`src/rtl/core/sabam_pkg.sv`:
```
// Shared types and constants for the six-axis block averager.
// No dependencies; imported by the top level, the lanes and the merge stage.
package sabam_pkg;

  localparam int NUM_AXES   = 6;
  localparam int SAMPLE_W   = 16;
  localparam int MEAN_W     = 32;
  localparam int SQ_W       = 64;
  localparam int QUO_W      = 56;   // product width less the fixed /256
  localparam int DIV_STEPS  = 56;
  localparam int ROOT_STEPS = 32;
  localparam int STEP_W     = 6;

  // register indexes of the write port
  localparam logic [1:0] REG_BLOCK_LENGTH = 2'd0;
  localparam logic [1:0] REG_ACCEL_XY     = 2'd1;
  localparam logic [1:0] REG_ACCEL_Z      = 2'd2;
  localparam logic [1:0] REG_GYRO         = 2'd3;

  // register values after reset
  localparam logic [15:0] RST_BLOCK_LENGTH = 16'd1000;
  localparam logic [31:0] RST_ACCEL_XY     = 32'd10045;
  localparam logic [31:0] RST_ACCEL_Z      = 32'd572590;
  localparam logic [31:0] RST_GYRO         = 32'd128000;

  typedef enum logic [3:0] {
    ST_IDLE,
    ST_MUL,
    ST_DIV,
    ST_SAT,
    ST_SQR,
    ST_SUM,
    ST_RINIT,
    ST_ROOT,
    ST_DONE
  } state_t;

  // per-lane strobes from the sequencer
  typedef struct packed {
    logic add;
    logic mult;
    logic div_step;
    logic sat;
    logic square;
  } lane_ctrl_t;

  // merge and root strobes
  typedef struct packed {
    logic sum_ab;
    logic init;
    logic step;
  } root_ctrl_t;

endpackage

```
`src/rtl/core/sabam_root.sv`:
```
// Merge stage: adds the three accel squares and takes the floor square root.
// Depends on sabam_pkg.
module sabam_root import sabam_pkg::*; (
  input  logic              clk,
  input  root_ctrl_t        ctrl,
  input  logic [SQ_W-1:0]   sq_a,
  input  logic [SQ_W-1:0]   sq_b,
  input  logic [SQ_W-1:0]   sq_c,
  output logic [MEAN_W-1:0] root
);

  logic [SQ_W-1:0] partial;
  logic [SQ_W-1:0] rad;
  logic [SQ_W-1:0] res;
  logic [SQ_W-1:0] probe;
  logic [SQ_W-1:0] trial;

  assign trial = res + probe;
  assign root  = res[MEAN_W-1:0];

  // sum of a and b, then of c, then bit-pair square root
  always_ff @(posedge clk) begin
    if (ctrl.sum_ab) begin
      partial <= sq_a + sq_b;
    end
    if (ctrl.init) begin
      rad   <= partial + sq_c;
      res   <= '0;
      probe <= SQ_W'(1) << (SQ_W - 2);
    end else if (ctrl.step) begin
      if (rad >= trial) begin
        rad <= rad - trial;
        res <= (res >> 1) + probe;
      end else begin
        res <= res >> 1;
      end
      probe <= probe >> 2;
    end
  end

endmodule

```
`config.mk`:
```
export PLATFORM = sky130hd
export DESIGN_NAME = sabam_root
export DESIGN_NICKNAME = d
export VERILOG_FILES = /design/src/rtl/core/sabam_pkg.sv /design/src/rtl/core/sabam_root.sv
export SDC_FILE = /design/constraint.sdc
export NUM_CORES = 1
export LEC_CHECK = 0
export ABC_AREA = 1
export BUFFER_PORTS_ARGS = -buffer_cell sky130_fd_sc_hd__buf_2
export CAP_MARGIN = 10
export CORE_MARGIN = 1
export CORE_UTILIZATION = 45
export CTS_CLUSTER_SIZE = 40
export DETAILED_ROUTE_END_ITERATION = 12
export PLACE_DENSITY = 0.63
export SYNTH_ARGS = -nofsm -noshare
export SYNTH_HDL_FRONTEND = slang
export SYNTH_SLANG_ARGS = --single-unit
export TNS_END_PERCENT = 50
```
`constraint.sdc`:
```
create_clock -name clk -period 10.95 [get_ports clk]
set_input_delay 1.095 -clock clk [delete_from_list [all_inputs] [get_ports clk]]
set_output_delay 1.095 -clock clk [all_outputs]
set_load 0.02 [all_outputs]
```
Word-level counts from Yosys, hierarchy flattened
Index checks and enable logic that the tools add are counted.
- muxes and demuxes: 4
- add/sub/neg operators: 5
- reduce and logical (&&, ||, !) cells: 3
- order comparisons: 1
- operators by type and width (operator ; number):
    two-way mux 64 bit ; 4
    adder 64 bit ; 2
    adder 63 x 63 -> 64 bit ; 1
    adder 64 x 63 -> 64 bit ; 1
    greater-or-equal comparator 64 bit ; 1
    subtractor 64 bit ; 1
    nonzero test 2 bit ; 2
    AND reduction 2 bit ; 1
- output and inout bits: 32
- bits of input ports: 196
- logic and storage cells: 17
- bits in registers: 224

Depth between registers and ports, before layout
- depth after elaboration: 5
- mapped depth: 29
- gate-level depth less buffers: 28

Worst setup path before layout
OpenSTA, ideal clock, no wires.
- path type: register to register
- start: register probe[10]
- end: register rad[0], enable pin
- buffers on the path: 1
- arrival time: 4.581 ns
- path slack: 5.945 ns
- setup time: 0.424 ns
- cell stages (with the launch flop): 23
- period minus slack after synthesis: 5.005 ns
- data required time: 10.526 ns
- path through: dfxtp_1 -> ha_1 -> nand2_1 -> o21ai_1 -> nand2_1 -> nand2_1 -> a21oi_1 -> o21bai_1 -> nand2_1 -> nand2_1 -> nand4_1 -> nand3b_1 -> nand2_1 -> ha_1 -> nand2_1 -> nor3_1 -> nand2_1 -> nor3_2 -> nand2_1 -> nand2_1 -> nand2_1 -> buf_2 -> nand2_1
- word-level cells in the longest chain between the ends: 4
- RTL lines (element ; line ; text):
    from (decl) ; sabam_root.sv:15 ; logic [SQ_W-1:0] probe;
    from (signal assigned) ; sabam_root.sv:29 ; probe <= SQ_W'(1) << (SQ_W - 2);
    from (signal assigned) ; sabam_root.sv:37 ; probe <= probe >> 2;
    adder 64 x 63 -> 64 bit ; sabam_root.sv:18 ; assign trial = res + probe;
    greater-or-equal comparator 64 bit ; sabam_root.sv:31 ; if (rad >= trial) begin
    nonzero test 2 bit (no source line) ; - ;
    AND reduction 2 bit (no source line) ; - ;
    to (signal assigned) ; sabam_root.sv:27 ; rad <= partial + sq_c;
    to (signal assigned) ; sabam_root.sv:32 ; rad <= rad - trial;
    to (decl) ; sabam_root.sv:13 ; logic [SQ_W-1:0] rad;
No other way between the ends.
A chain may end at the register's enable or synchronous reset.

Worst setup path after layout
- start: register res[12]
- end: register rad[3], enable pin
- word-level cells in the longest chain between the ends: 4
- RTL lines (element ; line ; text):
    from (decl) ; sabam_root.sv:14 ; logic [SQ_W-1:0] res;
    from (signal assigned) ; sabam_root.sv:33 ; res <= (res >> 1) + probe;
    from (signal assigned) ; sabam_root.sv:35 ; res <= res >> 1;
    adder 64 x 63 -> 64 bit ; sabam_root.sv:18 ;
    greater-or-equal comparator 64 bit ; sabam_root.sv:31 ;
    nonzero test 2 bit (no source line) ; - ;
    AND reduction 2 bit (no source line) ; - ;
No other way between the ends.

==> impl_metrics.toml <==
[global_route]
grt_max_degree = 79
grt_pass1_vias = 35000
overflow = 0
grt_use_total_pct = 37.6
grt_first_pass_wirelength_um = 199000
antenna_found_initial = 3

[power]
combPwrFrac_pct = 66.7
switching_share_pct = 55.5
leakage_nw = 15.6
clockPowerShare_pct = 13.2
peakVddDrop_mv = 0.183
power_switching_mw = 4.44
cellPowerDensity_nw_per_um2 = 237
p_int_mw = 3.56
finalPower_mw = 8.00
seqPwrFrac_pct = 20.0

[worst_setup_path]
critPathMostFrequentCell = "nand2_1"
critPathMaxStageDelay_ps = 680
cp_data_required_time_ps = 11180
start_kind = "flop"
crit_family = "simple AND/OR/NAND/NOR gates"
arrival_ps = 6470
critPathCaptureType = "flop"
cp_cell_sequence = "ha_1 -> nand2_1 -> inv_1 -> nand3_1 -> nor3_1 -> nor2_1 -> o21ai_1 -> nand2_1 -> nand2_1 -> nand3_1 -> nand3_1 -> nand2_1 -> ha_1 -> nand2_1 -> nor3_1 -> nand2_1 -> nor2_1 -> a21oi_4 -> buf_4 -> nand2_2 -> nand2_1 -> nand2_2 -> buf_4"
critical_path_class = "flop to flop"
crit_buf_inv = 3
worstPathMaxFanout = 64
slowest_stage = "buf_4"

[timing]
period_minus_slack_ps = 6240
finalSetupViolCount = 0
fmax_mhz = 160
tns_ps = 0
relSlewSlack_pct = 13.9
fin_crit_sh_pct = 57.0
hold_viol_final = 0
fin_worst_skew_ps = 19.3
rsz0062_at_grt = "false"
holdWs_ps = 495
tightest_slew_ps = 1280
final_max_slew_viol_count = 0
setup_slack_ps = 4710

[routing]
drt_iter0_drc = 2603
drt.antenna.violating_nets = 0
drcViolationCount = 0
viasPerCell = 5.52
drt-total-wl_um = 135000
avgRoutedWirePerCell_um = 20.7
firstDrtPassIters = 6
vias = 35800

[hold_path]
hold_path.class = "flop to flop"

[die]
core-area_um2 = 67800
ios = 228
rows = 95
die_y_um = 265
dieArea_um2 = 70100
start_util_pct = 45.8
fp.dieW_um = 265

[place]
place_area_um2 = 32800
port_buffers = 227
globalplace.congestion = 1.06
post-place-ws_ps = 4960
dp_hpwl_um = 112000

[logic_synthesis]
synth-edff-count = 128
ys_seq_area_share_pct = 18.6
synth_cells = 5435
ys_warn_count = 0
synth_ff_type = "edfxtp_1"
syn_area_um2 = 31100
synth_seq_cells = 224
synth_fp_nets = 5890
async_flop_share_pct = 0
ys_types = 47
syn_avg_cell_area_um2 = 5.71

[finish]
layout-drive-gt1-share_pct = 5.67
final_nets = 6043
fillerInstances = 7571
area_growth_pct = 8.89
fin_area_um2 = 33800

[clocking]
cts_hold_buf = 0
cts_root_buffer = "clkbuf_16"
cts_made_buffers = 30
ctsLongestPathBuffers = 3
clock_sinks = 224
insertion_delay_ps = 620
postCtsSetupRepairBufs = 0
cts_tree = "yes"
cts_max_level = 1
clkSlewWorstSetupHoldPaths_ps = 70
cts_resized = 0

[flow_run]
cap_violations = 0

[run_status]
status = "completed"
cell type report:
| cell class | instances | area (µm²) | share of cell area, % |
|---|---|---|---|
| repair buffers | 239 | 1230 | 3.63 |
| well taps | 873 | 1090 | 3.23 |
| clock inverters | 20 | 223 | 0.659 |
| flip-flops and latches | 224 | 5770 | 17.1 |
| multi-input cells | 4299 | 21700 | 64.2 |
| clock buffers | 36 | 813 | 2.41 |
| diodes | 1 | 2.50 | 0.00740 |
| inverters | 794 | 2980 | 8.81 |
worst register-to-register path: stages, from the launching register on:
cell,delay (ps)
dfxtp_1,600
ha_1,300
nand2_1,110
inv_1,100
nand3_1,80
nor3_1,200
nor2_1,110
o21ai_1,460
nand2_1,140
nand2_1,320
nand3_1,200
nand3_1,110
nand2_1,70
ha_1,350
nand2_1,110
nor3_1,240
nand2_1,210
nor2_1,230
a21oi_4,80
buf_4,330
nand2_2,190
nand2_1,360
nand2_2,160
buf_4,680
state kept, by name, indices dropped and copies added (netlist names):
signal and cells:
partial 64, probe 32, rad 64, res 64
worst paths after layout:
check	start	to	slack (ps)	cells after the start
setup / recovery	res[12]	rad[3]	4710	23
hold / removal	res[0]	res[0]	500	2
setup reg to reg	res[12]	rad[3]	4710	23
hold reg to reg	res[0]	res[0]	500	2
stage by stage:
step / instances / utilization (%)
after global placement: 6429 / 48.4
after CTS: 6485 / 49.9
final: 6486 / 49.9
after floorplan: 5435 / -
after global routing: 6485 / 49.9
after detailed placement: 6429 / 48.4
placed cells by master, fill, tap and decap left out, types with 4 or more instances in the layout:
master      instances
edfxtp_1          128
clkinvlp_4          4
nand2_1          1610
buf_2             226
o21ai_1             6
nand2_2             6
o21bai_1           45
nor4_1             12
nand3b_1           49
clkinv_4            4
inv_2               4
or2_2               9
nor2_1            753
clkbuf_8            4
nand3_1           396
ha_1              256
nor3_1             66
a211oi_1            7
dfxtp_1            96
xor2_1             99
o211ai_1           11
o21ai_0           334
nand4_1            44
inv_1             790
clkbuf_16          30
buf_4              13
a21o_1             30
a21boi_0            9
o21a_1             20
a31oi_1            15
a21oi_1           442
xnor2_1            54
routing by layer:
| metal | global-route usage, % | up-vias | wire (µm) |
|---|---|---|---|
| li1 | - | 17900 | - |
| met1 | 39.4 | 16200 | 49000 |
| met2 | 67.6 | 1262 | 65200 |
| met3 | 4.48 | 447 | 7300 |
| met4 | 31.3 | 4 | 13000 |
| met5 | 0 | - | 28 |
synthesized netlist by cell type (all sizes together), types with 2 or more instances:
| cell type | instances | area share [%] |
|---|---|---|
| a211oi | 7 | 0.17 |
| a21boi | 9 | 0.22 |
| a21o | 30 | 0.73 |
| a21oi | 443 | 7.2 |
| a31oi | 15 | 0.30 |
| and2 | 3 | 0.060 |
| buf | 65 | 1.3 |
| clkbuf | 53 | 0.65 |
| dfxtp | 96 | 6.2 |
| edfxtp | 128 | 12 |
| fa | 3 | 0.19 |
| ha | 256 | 10 |
| inv | 794 | 9.6 |
| nand2 | 1616 | 20 |
| nand3 | 397 | 6.4 |
| nand3b | 49 | 1.2 |
| nand4 | 44 | 0.89 |
| nor2 | 757 | 9.2 |
| nor3 | 68 | 1.1 |
| nor4 | 12 | 0.24 |
| o2111ai | 2 | 0.056 |
| o211ai | 11 | 0.27 |
| o21a | 20 | 0.48 |
| o21ai | 340 | 5.5 |
| o21bai | 45 | 1.1 |
| o22ai | 3 | 0.060 |
| o31ai | 2 | 0.048 |
| or2 | 9 | 0.18 |
| xnor2 | 54 | 1.5 |
| xor2 | 99 | 2.8 |
power groups by stage:
stage	Sequential [mW]	Clock (mW)	Combinational, mW
2_1_floorplan	1.41	0	3.83
3_3_place_gp	1.60	0	5.19
3_5_place_dp	1.61	0	5.19
4_1_cts	1.59	1.07	5.22
5_1_grt	1.64	1.10	5.91
6_report	1.60	1.06	5.34
kinds of logic (layout without fill, tap and decap cells):
group	Yosys count	count (layout)	synth area share, %
DFF	224	224	18.6
AOI/OAI and AO/OA	931	931	16.2
xor gates and xnor gates	153	153	4.32
adders and majority gates	259	259	10.5
other	0	1	0
and+or+nand+nor	2956	2956	38.9
buffers and inverters	912	1089	11.6
No activity file was read; power rests on OpenSTA's default activity.
