[src/rtl/core/sabam_pkg.sv]
// Shared types and constants for the six-axis block averager.
// No dependencies; imported by the top level, the lanes and the merge stage.
package sabam_pkg;

  localparam int NUM_AXES   = 6;
  localparam int SAMPLE_W   = 16;
  localparam int MEAN_W     = 32;
  localparam int SQ_W       = 64;
  localparam int QUO_W      = 56;   // product width less the fixed /256
  localparam int DIV_STEPS  = 56;
  localparam int ROOT_STEPS = 32;
  localparam int STEP_W     = 6;

  // register indexes of the write port
  localparam logic [1:0] REG_BLOCK_LENGTH = 2'd0;
  localparam logic [1:0] REG_ACCEL_XY     = 2'd1;
  localparam logic [1:0] REG_ACCEL_Z      = 2'd2;
  localparam logic [1:0] REG_GYRO         = 2'd3;

  // register values after reset
  localparam logic [15:0] RST_BLOCK_LENGTH = 16'd1000;
  localparam logic [31:0] RST_ACCEL_XY     = 32'd10045;
  localparam logic [31:0] RST_ACCEL_Z      = 32'd572590;
  localparam logic [31:0] RST_GYRO         = 32'd128000;

  typedef enum logic [3:0] {
    ST_IDLE,
    ST_MUL,
    ST_DIV,
    ST_SAT,
    ST_SQR,
    ST_SUM,
    ST_RINIT,
    ST_ROOT,
    ST_DONE
  } state_t;

  // per-lane strobes from the sequencer
  typedef struct packed {
    logic add;
    logic mult;
    logic div_step;
    logic sat;
    logic square;
  } lane_ctrl_t;

  // merge and root strobes
  typedef struct packed {
    logic sum_ab;
    logic init;
    logic step;
  } root_ctrl_t;

endpackage

[src/rtl/core/sabam_lane.sv]
// One axis lane: running sum, scale multiply, serial divide, saturation, square.
// Depends on sabam_pkg.
module sabam_lane import sabam_pkg::*; (
  input  logic                       clk,
  input  logic                       rst,
  input  lane_ctrl_t                 ctrl,
  input  logic signed [SAMPLE_W-1:0] sample,
  input  logic [31:0]                scale,
  input  logic [15:0]                divisor,
  output logic [MEAN_W-1:0]          mean,
  output logic [SQ_W-1:0]            square
);

  logic [31:0]      sum;
  logic             neg;
  logic [QUO_W-1:0] quo;
  logic [15:0]      rem;

  logic [31:0]      sum_mag;
  logic [31:0]      mean_mag;
  logic [31:0]      op_a;
  logic [31:0]      op_b;
  logic [63:0]      prod;
  logic [16:0]      shifted;
  logic [16:0]      trial;
  logic [MEAN_W-1:0] mean_next;

  // magnitudes; the most negative value maps to 2^31 by wrap
  assign sum_mag  = sum[31] ? (~sum + 32'd1) : sum;
  assign mean_mag = mean[31] ? (~mean + 32'd1) : mean;

  // one multiplier, shared between the scale product and the square
  assign op_a = ctrl.square ? mean_mag : sum_mag;
  assign op_b = ctrl.square ? mean_mag : scale;
  assign prod = op_a * op_b;

  // restoring divide, one quotient bit per step
  assign shifted = {rem, quo[QUO_W-1]};
  assign trial   = shifted - {1'b0, divisor};

  // saturate and apply sign
  always_comb begin
    if (neg) begin
      if (quo > QUO_W'(32'h8000_0000)) mean_next = 32'h8000_0000;
      else                             mean_next = 32'd0 - quo[31:0];
    end else begin
      if (quo > QUO_W'(32'h7FFF_FFFF)) mean_next = 32'h7FFF_FFFF;
      else                             mean_next = quo[31:0];
    end
  end

  // running sum, cleared once the block is taken
  always_ff @(posedge clk) begin
    if (rst) begin
      sum <= '0;
    end else if (ctrl.add) begin
      sum <= sum + {{(32-SAMPLE_W){sample[SAMPLE_W-1]}}, sample};
    end else if (ctrl.mult) begin
      sum <= '0;
    end
  end

  // datapath registers
  always_ff @(posedge clk) begin
    if (ctrl.mult) begin
      neg <= sum[31];
      quo <= prod[63:8];
      rem <= '0;
    end else if (ctrl.div_step) begin
      if (!trial[16]) begin
        rem <= trial[15:0];
        quo <= {quo[QUO_W-2:0], 1'b1};
      end else begin
        rem <= shifted[15:0];
        quo <= {quo[QUO_W-2:0], 1'b0};
      end
    end
    if (ctrl.sat) begin
      mean <= mean_next;
    end
    if (ctrl.square) begin
      square <= prod;
    end
  end

endmodule

[config.mk]
export PLATFORM = sky130hd
export DESIGN_NAME = sabam_lane
export DESIGN_NICKNAME = d
export VERILOG_FILES = /design/src/rtl/core/sabam_pkg.sv /design/src/rtl/core/sabam_lane.sv
export SDC_FILE = /design/constraint.sdc
export NUM_CORES = 2
export LEC_CHECK = 0
export ABC_AREA = 1
export CAP_MARGIN = 20
export CORE_MARGIN = 2
export CORE_UTILIZATION = 55
export DETAILED_ROUTE_END_ITERATION = 16
export DONT_BUFFER_PORTS = 1
export PLACE_DENSITY = 0.82
export SLEW_MARGIN = 20
export SYNTH_ARGS = -nofsm -noshare
export SYNTH_HDL_FRONTEND = slang
export SYNTH_SLANG_ARGS = --single-unit
[constraint.sdc]
create_clock -name clk -period 10.2 [get_ports clk]
set_input_delay 0.51 -clock clk [delete_from_list [all_inputs] [get_ports clk]]
set_output_delay 0.51 -clock clk [all_outputs]
set_load 0.05 [all_outputs]
* Yosys cells after proc, flatten, opt, wreduce, memory -nomap -nowiden
Index checks and enable logic that the tools add are counted.
Storage, ports and cells: flip-flop bits (word level) 201, logic and storage cells 31, input bits 71, output and inout bits 96
Cells by class: add/subtract/negate cells 5, order comparisons 2, reduce and logical (&&, ||, !) cells 2, multiply operators 1, bitwise logic cells 2, mux-type cells 13
Operator list (count):
- 2-to-1 mux 32 bit | 9
- 2-to-1 mux 56 bit | 2
- adder 32 x 1 -> 32 bit (second input constant) | 2
- multiplier 32 x 32 -> 64 bit | 1
- NOT 32 bit | 2
- greater-than comparator 56 x 31 -> 1 bit (second input constant) | 1
- greater-than comparator 56 x 32 -> 1 bit (second input constant) | 1
- adder 32 bit | 1
- subtractor 1 x 32 -> 32 bit (first input constant) | 1
- subtractor 17 x 16 -> 17 bit | 1
- 2-to-1 mux 16 bit | 1
- nonzero test 2 bit | 2
- 2-to-1 mux 1 bit | 1

* Longest topological paths before layout
word-level depth 6, depth in mapped cells 43, mapped depth without buffers 42

* Worst setup path before layout
No wires, ideal clock.
path type flip-flop to flip-flop, from reg mean[1], to reg square[32] (data pin), library setup time 255 ps, path slack 2153 ps, arrival time 7792 ps, data required time 9945 ps, stages on the path, launching flop included 39, period minus slack after synthesis 8047 ps, buffers on the path 1, cell sequence edfxtp_1 > inv_1 > ha_1 > nand4_2 > nor2_4 > nand3_1 > nand2_2 > a21oi_1 > nor2_4 > nor2_8 > inv_4 > buf_6 > nor2_2 > fa_1 > inv_1 > fa_1 > inv_1 > fa_1 > [3 not listed] > fa_1 > fa_1 > fa_1 > inv_1 > fa_1 > inv_1 > ha_1 > nand2_1 > inv_1 > nand2_1 > nand2_1 > nand2_1 > nand2_1 > o21bai_1 > inv_1 > nand2_1 > or2_2 > and2_1
On the way: longest elaborated chain between the ends 5, elaborated cells between the ends (all ways) 6, those cells by class add/sub: 1; mul: 1; mux: 3; bitwise: 1
Ends and longest elaborated chain:
- from (decl) | line sabam_lane.sv:10 | output logic [MEAN_W-1:0] mean,
- from (signal assigned) | line sabam_lane.sv:79 | mean <= mean_next;
- NOT 32 bit | line sabam_lane.sv:30 | assign mean_mag = mean[31] ? (~mean + 32'd1) : mean;
- adder 32 x 1 -> 32 bit | line sabam_lane.sv:30
- 2-to-1 mux 32 bit * | line sabam_lane.sv:30
- 2-to-1 mux 32 bit, on equally long branches | line sabam_lane.sv:33, sabam_lane.sv:34
- multiplier 32 x 32 -> 64 bit * | line sabam_lane.sv:35 | assign prod = op_a * op_b;
- named net prod[32] | line sabam_lane.sv:23 | logic [63:0] prod;
- to (signal assigned) | line sabam_lane.sv:82 | square <= prod;
- to (decl) | line sabam_lane.sv:11 | output logic [SQ_W-1:0] square
Mark *: on every way through the listed nets, which the timed path passes. The rest lies on a longest branch. A chain may end at the register's enable or synchronous reset.

* Final worst setup path
from reg mean[1], to reg quo[19] (data pin)
On the way: longest elaborated chain between the ends 6, elaborated cells between the ends (all ways) 7, those cells by class add/sub: 1; mul: 1; mux: 4; bitwise: 1
Ends and longest elaborated chain:
- NOT 32 bit | line sabam_lane.sv:30
- adder 32 x 1 -> 32 bit | line sabam_lane.sv:30
- 2-to-1 mux 32 bit * | line sabam_lane.sv:30
- 2-to-1 mux 32 bit, on equally long branches | line sabam_lane.sv:33, sabam_lane.sv:34
- multiplier 32 x 32 -> 64 bit * | line sabam_lane.sv:35
- named net prod[27] | line sabam_lane.sv:23
- 2-to-1 mux 56 bit * | line sabam_lane.sv:65 | if (ctrl.mult) begin
- to (signal assigned) | line sabam_lane.sv:67 | quo <= prod[63:8];
- to (signal assigned) | line sabam_lane.sv:72 | quo <= {quo[QUO_W-2:0], 1'b1};
- to (signal assigned) | line sabam_lane.sv:75 | quo <= {quo[QUO_W-2:0], 1'b0};
- to (decl) | line sabam_lane.sv:16 | logic [QUO_W-1:0] quo;
Marks and branches as above.

==> results.cfg <==
[drt]
drt_iter0_drc = 4831
wirelength_um = 170000
drc = 0
via_per_inst = 5.69
first_pass_iters = 9
drt-wirelength-per-cell_um = 22.6
ant_nets = 0
vias = 42900

[global_routing]
grt_first_pass_wirelength_um = 260000
grt_remaining_overflow = 0
grt_max_degree = 128
antenna_found_initial = 5
grt_usage_pct = 38.1
grt_pass1_vias = 43700

[worst_setup_path]
endpoint_kind = flip-flop
path_class = flip-flop to flip-flop
crit_required_ns = 10.67
crit_path_max_fanout = 16
start_kind = flip-flop
cp_common_cell = fa_1
slowest_delay_ns = 0.73
cp.arrival_ns = 10.23
crit_slowest_cell = nand2_1

[sta]
min_period_ns = 9.77
final.setup.tns_ns = 0
fin_worst_skew_ns = 0.0290
rsz0062_at_grt = false
min_period_over_period_pct = 95.8
fmax_ghz = 0.102
slew-limit-headroom_pct = 23.6
hold_violations = 0
setup_viol = 0
finalMaxSlewViolations = 0
tightest_slew_ns = 1.15

[layout]
nNetsFinal = 7633
fillers = 7960
layout_common_cells = 1,554 x nand2_1, 1,443 x inv_1, 898 x fa_1
layout_commonest_cell = nand2_1
synthToLayoutAreaGrowth_pct = 4.08
drive_gt1_share_pct = 6.69

[logic_synthesis]
yosysWarnings = 0
syn-cell-area_mm2 = 0.0491
syn-num-nets = 7704
avgSynthCellArea_um2 = 7.65
syn-instance-count = 6422
synth_edf_count = 153
async_flop_share_pct = 0
synth_top_cell_by_area = fa_1
yosys.area.top_type_share_pct = 36.6
synth_cell_types = 50
synth_seq_area_share_pct = 11.3
synthFlopType = edfxtp_1
ys_ff_latch = 201
synth_area_leaders = fa_1 37%, nand2_1 12%, inv_1 11%, edfxtp_1 9.4%, ha_1 8.0%

[floorplan]
initial_core_util_pct = 55.5
die_h_um = 303
io_pins = 167
die_x_um = 303
dieArea_mm2 = 0.0917
rows = 109
core_area_mm2 = 0.0885

[placement]
globalplace.congestion = 1.05
portBuffers = 0
hpwlAfterDp_um = 139000

[clock_network]
cts_buffers = 24
path_clk_slew_ns = 0.07
cts-resized-gates = 0
htree_levels = 1
insertion_delay_ns = 0.60
cts_tree = built
clock_sinks = 201
root_buffer = clkbuf_16
clockBufferDepth = 3

[run_status]
status = completed

[flow_run]
cap_violations = 0

[worst_hold_path]
min_path_type = input port to flip-flop
[path summary, 6_finish.rpt]
| check | slack (ns) | endpoint | cells after the start | start |
|---|---|---|---|---|
| max reg2reg | 0.43 | quo[19] | 32 | mean[1] |
| min reg2reg | 0.47 | rem[1] | 2 | rem[1] |
| max | 0.43 | quo[19] | 32 | mean[1] |
| min | 0.009 | sum[9] | 1 | rst |
[metrics by stage]
stage               setup WS (ns)  utilization, %  hold slack [ns]  instances  area (µm²)
floorplan                    2.15               -            0.403       6422       49100
global placement            0.647            56.8            0.456       7488       50300
detailed placement          0.744            56.8            0.458       7488       50300
CTS                         0.670            57.8         0.000900       7533       51100
global route                0.199            57.8          0.00432       7535       51100
finish                      0.430            57.8          0.00871       7535       51100
[critical path, delay by kind of cell (launching register included)]
| family | cells | cell delay [ns] |
|---|---|---|
| and+or+nand+nor | 12 | 2.50 |
| AOI/OAI and AO/OA | 3 | 0.55 |
| buffers and inverters | 6 | 0.52 |
| xor gates and xnor gates | 1 | 0.50 |
| DFF | 1 | 0.62 |
| adders and majority gates | 10 | 4.95 |
[final cells by class]
cell class	instances	area [µm²]	share of cell area, %
flip-flops and latches	201	5560	10.9
well taps	1165	1460	2.85
diodes	1	2.50	0.00489
multi-input cells	4521	36800	71.9
clock inverters	17	216	0.423
repair buffers	110	878	1.72
clock buffers	27	612	1.20
inverters	1493	5640	11.0
[cell usage after synthesis, drive strengths merged (8+ instances only)]
cell type,number
and2,37
nor2,827
a21boi,13
inv,1485
nor3,49
fa,898
dfxtp,48
nand3b,36
nand3,277
o21ai,164
nand4,29
clkinv,8
edfxtp,153
nand2,1621
or2,23
xor2,59
a21oi,130
buf,169
ha,313
o21bai,21
clkbuf,38
[layer usage]
metal / global-route usage, % / part of all wire (%) / wire length [µm] / vias up
li1: - / - / - / 18800
met1: 48.4 / 36 / 61500 / 20600
met2: 57.6 / 43 / 72800 / 2870
met3: 12.2 / 14 / 23100 / 628
met4: 22.0 / 7.4 / 12600 / 8
met5: 0 / 0.029 / 49 / -
[kinds of logic (layout without fill, tap and decap cells)]
group | Yosys count | count (layout) | share of synthesized area (%)
buf+inv | 1700 | 1647 | 14.0
other cells | 0 | 1 | 0
simple gates | 2906 | 2906 | 25.1
xor+xnor | 65 | 65 | 1.16
flops | 201 | 201 | 11.3
fa+ha+maj | 1211 | 1211 | 44.6
compound gates | 339 | 339 | 3.89
[state kept, by name, summed over array words and instances, names as in the netlist]
register  flops
neg           1
rem          16
mean         32
sum          32
square       64
quo          56
[timing repair]
item | in CTS | in global routing
hold buffers | 1 | 1
hold endpoints to repair | 30 | 1
buffers inserted | 0 | 0
Power is left out: the tool's default activity adds up to more than one toggle a clock period on the data nets, which glitch-free logic cannot reach.
